**config.mk**
```make
export PLATFORM = sky130hd
export DESIGN_NAME = min_tracking_stack
export DESIGN_NICKNAME = d
export VERILOG_FILES = /design/src/hdl/mts_pkg.sv /design/src/hdl/min_tracking_stack.sv /design/src/hdl/mts_lifo.sv
export SDC_FILE = /design/constraint.sdc
export NUM_CORES = 2
export LEC_CHECK = 0
export BUFFER_PORTS_ARGS = -buffer_cell sky130_fd_sc_hd__buf_4
export CAP_MARGIN = 5
export CORE_UTILIZATION = 25
export DETAILED_ROUTE_END_ITERATION = 10
export HOLD_SLACK_MARGIN = 0.05
export PLACE_DENSITY = 0.38
export RECOVER_POWER = 50
export SYNTH_ARGS = -nofsm -noshare
export SYNTH_HDL_FRONTEND = slang
export SYNTH_SLANG_ARGS = --single-unit
```
**constraint.sdc**
```tcl
create_clock -name clk -period 5.5 [get_ports clk]
set_input_delay 0.55 -clock clk [delete_from_list [all_inputs] [get_ports clk]]
set_output_delay 0.55 -clock clk [all_outputs]
set_load 0.005 [all_outputs]
```
**src/hdl/mts_pkg.sv**
```systemverilog
// Shared types and constants for the min-tracking stack.
// Used by mts_lifo, min_tracking_stack and mts_checker; depends on nothing.
`default_nettype none

package mts_pkg;

  localparam int STACK_DEPTH = 64;
  localparam int DATA_W      = 32;
  localparam int CNT_W       = $clog2(STACK_DEPTH + 1);
  localparam int ADDR_W      = $clog2(STACK_DEPTH);

  // operation codes
  localparam logic FUNC_PUSH = 1'b0;
  localparam logic FUNC_POP  = 1'b1;

  // result status codes
  localparam logic [1:0] ST_OK    = 2'd0;
  localparam logic [1:0] ST_FULL  = 2'd1;
  localparam logic [1:0] ST_EMPTY = 2'd2;

  typedef struct packed {
    logic                     func;
    logic signed [DATA_W-1:0] value;
  } in_req_t;

  typedef struct packed {
    logic signed [DATA_W-1:0] popped_value;
    logic signed [DATA_W-1:0] current_min;
    logic                     is_empty;
    logic [1:0]               status;
    logic [CNT_W-1:0]         fill_level;
  } out_rsp_t;

  // top entry and depth of one stack
  typedef struct packed {
    logic [DATA_W-1:0] top;
    logic [CNT_W-1:0]  cnt;
  } lifo_view_t;

endpackage

`default_nettype wire

```
**src/hdl/min_tracking_stack.sv**
```systemverilog
// Top level of the min-tracking stack: request decode, two stacks, result register.
// Depends on mts_pkg and mts_lifo.
`default_nettype none

// A LIFO of signed 32-bit values that reports its minimum after every request.
// Each request is a push or a pop and gives exactly one result, in the cycle after
// it is taken. Requests are taken one per cycle back to back; the rate is set by
// the result register, which frees itself in the same cycle that the consumer
// takes its content, so the block only stalls while a finished result waits.
// Both the value stack and the stack of minima keep their top entry in flops
// and the rest in a memory with a registered read port, which is prefetched on
// every pop, so each request touches only stack tops. No clearing pass is run
// after reset: the stacks are empty and ready in the first cycle.
// A push to a full stack returns status full, a pop of an empty stack returns
// status empty; neither changes anything. popped_value is zero unless a pop
// succeeds, and current_min is zero while the stack is empty.
module min_tracking_stack (
  input  wire                clk,
  input  wire                rst_n,
  input  wire                in_valid,
  output logic               in_stall,
  input  mts_pkg::in_req_t   in_data,
  output logic               out_valid,
  input  wire                out_stall,
  output mts_pkg::out_rsp_t  out_data
);
  import mts_pkg::*;

  lifo_view_t val_cur, val_nxt;
  lifo_view_t min_cur, min_nxt;

  logic     accept;
  logic     is_push;
  logic     val_full, val_empty;
  logic     val_push, val_pop;
  logic     min_push, min_pop;
  logic     new_min;
  out_rsp_t rsp;

  logic     out_valid_r, out_valid_nxt;
  out_rsp_t out_data_r;

  // take a request whenever the result register is free or being drained
  assign in_stall = out_valid_r && out_stall;
  assign accept   = in_valid && !in_stall;

  assign is_push   = (in_data.func == FUNC_PUSH);
  assign val_full  = (val_cur.cnt == CNT_W'(STACK_DEPTH));
  assign val_empty = (val_cur.cnt == '0);

  // drop rejected requests before they reach the stacks
  assign val_push = accept && is_push && !val_full;
  assign val_pop  = accept && !is_push && !val_empty;

  // record a value as a minimum when it is at most the current one
  assign new_min  = (min_cur.cnt == '0) ||
                    (in_data.value <= $signed(min_cur.top));
  assign min_push = val_push && new_min && (min_cur.cnt != CNT_W'(STACK_DEPTH));
  assign min_pop  = val_pop && (min_cur.cnt != '0) && (val_cur.top == min_cur.top);

  mts_lifo u_val (
    .clk   (clk),
    .rst_n (rst_n),
    .push  (val_push),
    .pop   (val_pop),
    .wdata (in_data.value),
    .cur   (val_cur),
    .nxt   (val_nxt)
  );

  mts_lifo u_min (
    .clk   (clk),
    .rst_n (rst_n),
    .push  (min_push),
    .pop   (min_pop),
    .wdata (in_data.value),
    .cur   (min_cur),
    .nxt   (min_nxt)
  );

  // build the result from the state the request leaves behind
  always_comb begin
    rsp.popped_value = val_pop ? $signed(val_cur.top) : '0;
    rsp.fill_level   = val_nxt.cnt;
    rsp.is_empty     = (val_nxt.cnt == '0);
    rsp.current_min  = (val_nxt.cnt != '0) ? $signed(min_nxt.top) : '0;
    if (is_push && val_full) begin
      rsp.status = ST_FULL;
    end else if (!is_push && val_empty) begin
      rsp.status = ST_EMPTY;
    end else begin
      rsp.status = ST_OK;
    end
  end

  // hold the result until taken, refill it in the same cycle
  always_comb begin
    out_valid_nxt = out_valid_r;
    if (accept) begin
      out_valid_nxt = 1'b1;
    end else if (!out_stall) begin
      out_valid_nxt = 1'b0;
    end
  end

  always_ff @(posedge clk) begin
    if (!rst_n) begin
      out_valid_r <= 1'b0;
    end else begin
      out_valid_r <= out_valid_nxt;
    end
  end

  always_ff @(posedge clk) begin
    if (accept) begin
      out_data_r <= rsp;
    end
  end

  assign out_valid = out_valid_r;
  assign out_data  = out_data_r;

endmodule

`default_nettype wire

```
**src/hdl/mts_lifo.sv**
```systemverilog
// One hardware stack: top entry in flops, lower entries in a registered-read memory.
// Depends on mts_pkg.
`default_nettype none

module mts_lifo (
  input  wire                         clk,
  input  wire                         rst_n,
  input  wire                         push,
  input  wire                         pop,
  input  wire  [mts_pkg::DATA_W-1:0]  wdata,
  output mts_pkg::lifo_view_t         cur,
  output mts_pkg::lifo_view_t         nxt
);
  import mts_pkg::*;

  logic [DATA_W-1:0] mem [0:STACK_DEPTH-1];
  logic [DATA_W-1:0] mem_q_r;
  logic [DATA_W-1:0] top_r, top_nxt;
  logic [DATA_W-1:0] byp_r, byp_nxt;
  logic              use_byp_r, use_byp_nxt;
  logic [CNT_W-1:0]  cnt_r, cnt_nxt;
  logic [CNT_W-1:0]  wr_cnt, rd_cnt;
  logic [DATA_W-1:0] second;

  // entry just below the top: bypass after a push, memory after a pop
  assign second = use_byp_r ? byp_r : mem_q_r;
  assign wr_cnt = cnt_r - CNT_W'(1);
  assign rd_cnt = cnt_r - CNT_W'(3);

  always_comb begin
    top_nxt     = top_r;
    byp_nxt     = byp_r;
    use_byp_nxt = use_byp_r;
    cnt_nxt     = cnt_r;
    if (push) begin
      top_nxt     = wdata;
      byp_nxt     = top_r;
      use_byp_nxt = 1'b1;
      cnt_nxt     = cnt_r + CNT_W'(1);
    end else if (pop) begin
      top_nxt     = second;
      use_byp_nxt = 1'b0;
      cnt_nxt     = cnt_r - CNT_W'(1);
    end
  end

  always_ff @(posedge clk) begin
    if (!rst_n) begin
      cnt_r     <= '0;
      use_byp_r <= 1'b0;
    end else begin
      cnt_r     <= cnt_nxt;
      use_byp_r <= use_byp_nxt;
    end
  end

  always_ff @(posedge clk) begin
    top_r <= top_nxt;
    byp_r <= byp_nxt;
  end

  // spill the old top on push, prefetch the new second entry on pop
  always_ff @(posedge clk) begin
    if (push && (cnt_r != '0)) begin
      mem[wr_cnt[ADDR_W-1:0]] <= top_r;
    end
    if (pop) begin
      mem_q_r <= mem[rd_cnt[ADDR_W-1:0]];
    end
  end

  assign cur.top = top_r;
  assign cur.cnt = cnt_r;
  assign nxt.top = top_nxt;
  assign nxt.cnt = cnt_nxt;

endmodule

`default_nettype wire

```
==> run metrics <==
Cell Pwr Density 471.7 mW/mm²; synth unique cells 56; Tightest Hold Check Type in2reg; DRC viols 0; CTS Buffer Depth 4; crit-path max FO 17; Hold Slack 0.3639 ns; Synth top area share 77.29%; first-pass GRT wire length 727.9 mm; Final ANT Viol Nets 0; most frequent cells in the layout edfxtp_1, mux4_2, clkbuf_16, buf_4, clkbuf_1; Worst slew margin -210.2%; clock root cell clkbuf_16; CP Launch Point u_min.top_r[15]; post-synthesis adder-cell area fraction 0.2826%; commonest non-fill, non-tap cell in the layout edfxtp_1; Simple-Gate Fraction of Synth Area 1.530%; combinational family with the most area after synthesis multiplexers; Synth Cell Area 0.1682 mm²; slowest cell on the critical path or4_1; ys async rst share 0%; Syn Inst Count 7,132; status complete, but fails checks; initial antenna violation count 98; clk sink count 4,379; Setup crit end kind flip-flop; fin crit share 95.84%; clock latency at the later pin of the worst-skew pair 1.05 ns; initial detailed-routing violation count 8,765; hpwl dp 318.3 mm; Final Net Count 7,820; H-tree levels 5; Max Clock Freq 0.1897 GHz; die span in y 822.3 µm; # Max-Cap Violations 74; Num CTS Buffers 482; placed cell count 16.13k; Finished Core Util 29.70%; Syn Area/Cell 23.59 µm²; final WL 538.4 mm; starting density of the core 25.15%; setup_tns 0 ns; CP top delay family simple AND/OR/NAND/NOR gates; die footprint 0.6762 mm²; Layout Cells excl Fill 17.13k; Via density 4.612; PortBufs 112; Pre-Repair DR Iteration Count 5; setup violators final 0; largest net degree at the start of global routing 101; post-route design area 0.1987 mm²; CP Data Arrival Time 5.92 ns; Buf+Inv Stages, Crit Path 4; Post-CTS Setup Repair Bufs 0; Leak 0.05923 µW; WP depth 12; I/O pins 113; WS Path Type reg2reg; violated checks capacitance limit, slew limit; GPL Wtd Cong 0.7952; top cells by area, synth edfxtp_1, mux4_2, mux2i_1; measured slew at the worst slew-check pin 4.653 ns; crit start category flip-flop; GR Util All Layers 15.49%; reg-to-reg endpoint u_min.mem[62][23]; largest area contributor in the netlist edfxtp_1; final hold vios 0; Synth Flop Type edfxtp_1; Vias 79.00k; Syn. warnings 0; filler cell count 64.72k; Synth Net Count 7,207; register area share after synthesis 77.87%; Critical R2R Launch u_min.top_r[15]; dpl cell area 0.1832 mm²; Syn-to-layout area delta 18.10%; Final min period 5.271 ns; DR WL/cell 31.43 µm; gr ovfl total 0; mux share of post-synthesis cell area 17.98%; crit path cell chain inv_1, ha_1, nand4_1, or4_1, o21a_1, a31oi_1, nand2_2, clkinv_2, nand3_1, buf_4, nor2_4, buf_4; Final Skew 0.08581 ns; crit-path max cell delay 0.83 ns; Die X 822.3 µm; RSZ-0062 raised after global routing no; Required @ worst endpoint 6.15 ns; vias in the first global route 81.42k; Core ar. 0.6689 mm²; Reg2Reg Depth 12; # rows 300; EDFF count, synth 4,330; layout cell share with drive strength beyond 1 30.97%; Worst-path clk slew 0.06 ns; TritonCTS clock tree yes; xor/xnor share of the synthesized area 0.3020%; internal reg-to-reg setup slack 0.23 ns; Synth Area in Compound Gates 1.034%; Max IR drop VDD 0.0005745 V; cell mode on critical path buf_4; Slew Limit Fails 3,903; number of synthesized register bits 4,379; Critical Path Sink u_min.mem[62][23]
==> cell usage after synthesis, types with 4 or more instances <==
master    instances
nor4_1            9
clkbuf_1        230
mux4_2         1280
and2_1           40
edfxtp_1       4330
buf_4             4
nor2_1          155
nor3b_1           5
a21oi_2          29
mux2i_1         118
buf_2            30
inv_1            49
xor2_1           38
buf_1            97
nor2b_1          68
dfxtp_1          49
xnor2_1          20
ha_1             38
nand2b_1          6
nand3_1          34
nand2_1         184
mux2_2           21
a211oi_1         65
buf_6             7
a21oi_1          89
nand4_1          17
o21ai_0          59
nor3_1           14
==> timing repair <==
| item | CTS | global route |
|---|---|---|
| hold buffers | 36 | 0 |
| hold endpoints to repair | 74 | 0 |
| resized for setup | 0 | 0 |
| setup endpoints to repair | 0 | 0 |
==> sequential cells by signal, indices dropped and copies added, names as in the netlist <==
signal / count
u_val.mem: 2048
u_min.use_byp_r: 1
u_val.cnt_r: 7
out_valid: 1
u_val.byp_r: 32
u_val.mem_q_r: 32
u_min.byp_r: 32
u_val.use_byp_r: 1
u_min.cnt_r: 7
u_val.top_r: 32
u_min.mem_q_r: 32
out_data: 74
u_min.mem: 2048
u_min.top_r: 32
==> cells by family (layout without fill, tap and decap cells) <==
family                   after synthesis  after routing
adder cells (fa/ha/maj)               38             38
flip-flops                          4379           4379
AND/OR/NAND/NOR                      547            547
multiplexers                        1419           1419
XOR/XNOR                              58             58
AO/OA/AOI/OAI                        271            271
other                                  0             68
buffers and inverters                420           1439
==> worst register-to-register path, delay by kind of cell, from the launching register on <==
| family | cells | cell delay [ns] |
|---|---|---|
| adders and majority gates | 1 | 0.49 |
| buffers and inverters | 4 | 1.06 |
| DFF | 1 | 0.32 |
| and+or+nand+nor | 5 | 2.32 |
| AOI/OAI and AO/OA | 2 | 0.70 |
==> stage by stage <==
| stage | total power, µW | worst slack (ns) |
|---|---|---|
| global placement | 62770 | -0.3846 |
| detailed placement | 62980 | -0.3225 |
| finish | 93720 | 0.2289 |
| CTS | 95040 | 0.01333 |
| floorplan | 51570 | 0.2502 |
| global route | 96920 | 0.03461 |
==> power by group <==
part	internal, µW	total (µW)	leakage [µW]	switching [µW]
sequential	40200	40700	0.0396	460
combinational	7140	21200	0.0121	14000
clock	18400	31900	0.00750	13500
total	65700	93700	0.0592	28000
==> cell type report <==
cell class                 instances  area [µm²]  area share (%)
antenna                           68       170.2         0.08564
clock buffer                     598       12610           6.346
clock inverter                   292        2753           1.385
inverter                          52       201.4          0.1014
multi-input combinational       2333       36590           18.42
sequential                      4379      131000           65.94
tap                             8909       11150           5.610
timing repair buffer             497        4199           2.113
==> worst min-delay path by stage <==
stage,start,endpoint,slack (ns),cells past startpoint
floorplan,u_val.cnt_r[6],out_data[8],0.56,1
global placement,out_valid,out_valid,0.60,2
detailed placement,u_val.use_byp_r,u_val.use_byp_r,0.61,2
CTS,in_data[22],u_min.top_r[22],0.26,4
global route,in_data[20],u_min.top_r[20],0.33,4
finish,in_data[20],u_min.top_r[20],0.36,4
==> metal layers <==
metal	wire [µm]	global-route usage, %
met1	243400	22.23
met2	253000	24.85
met3	27820	2.118
met4	14200	3.889
met5	7	0
Note: power is estimated with default switching activity, not from simulation.
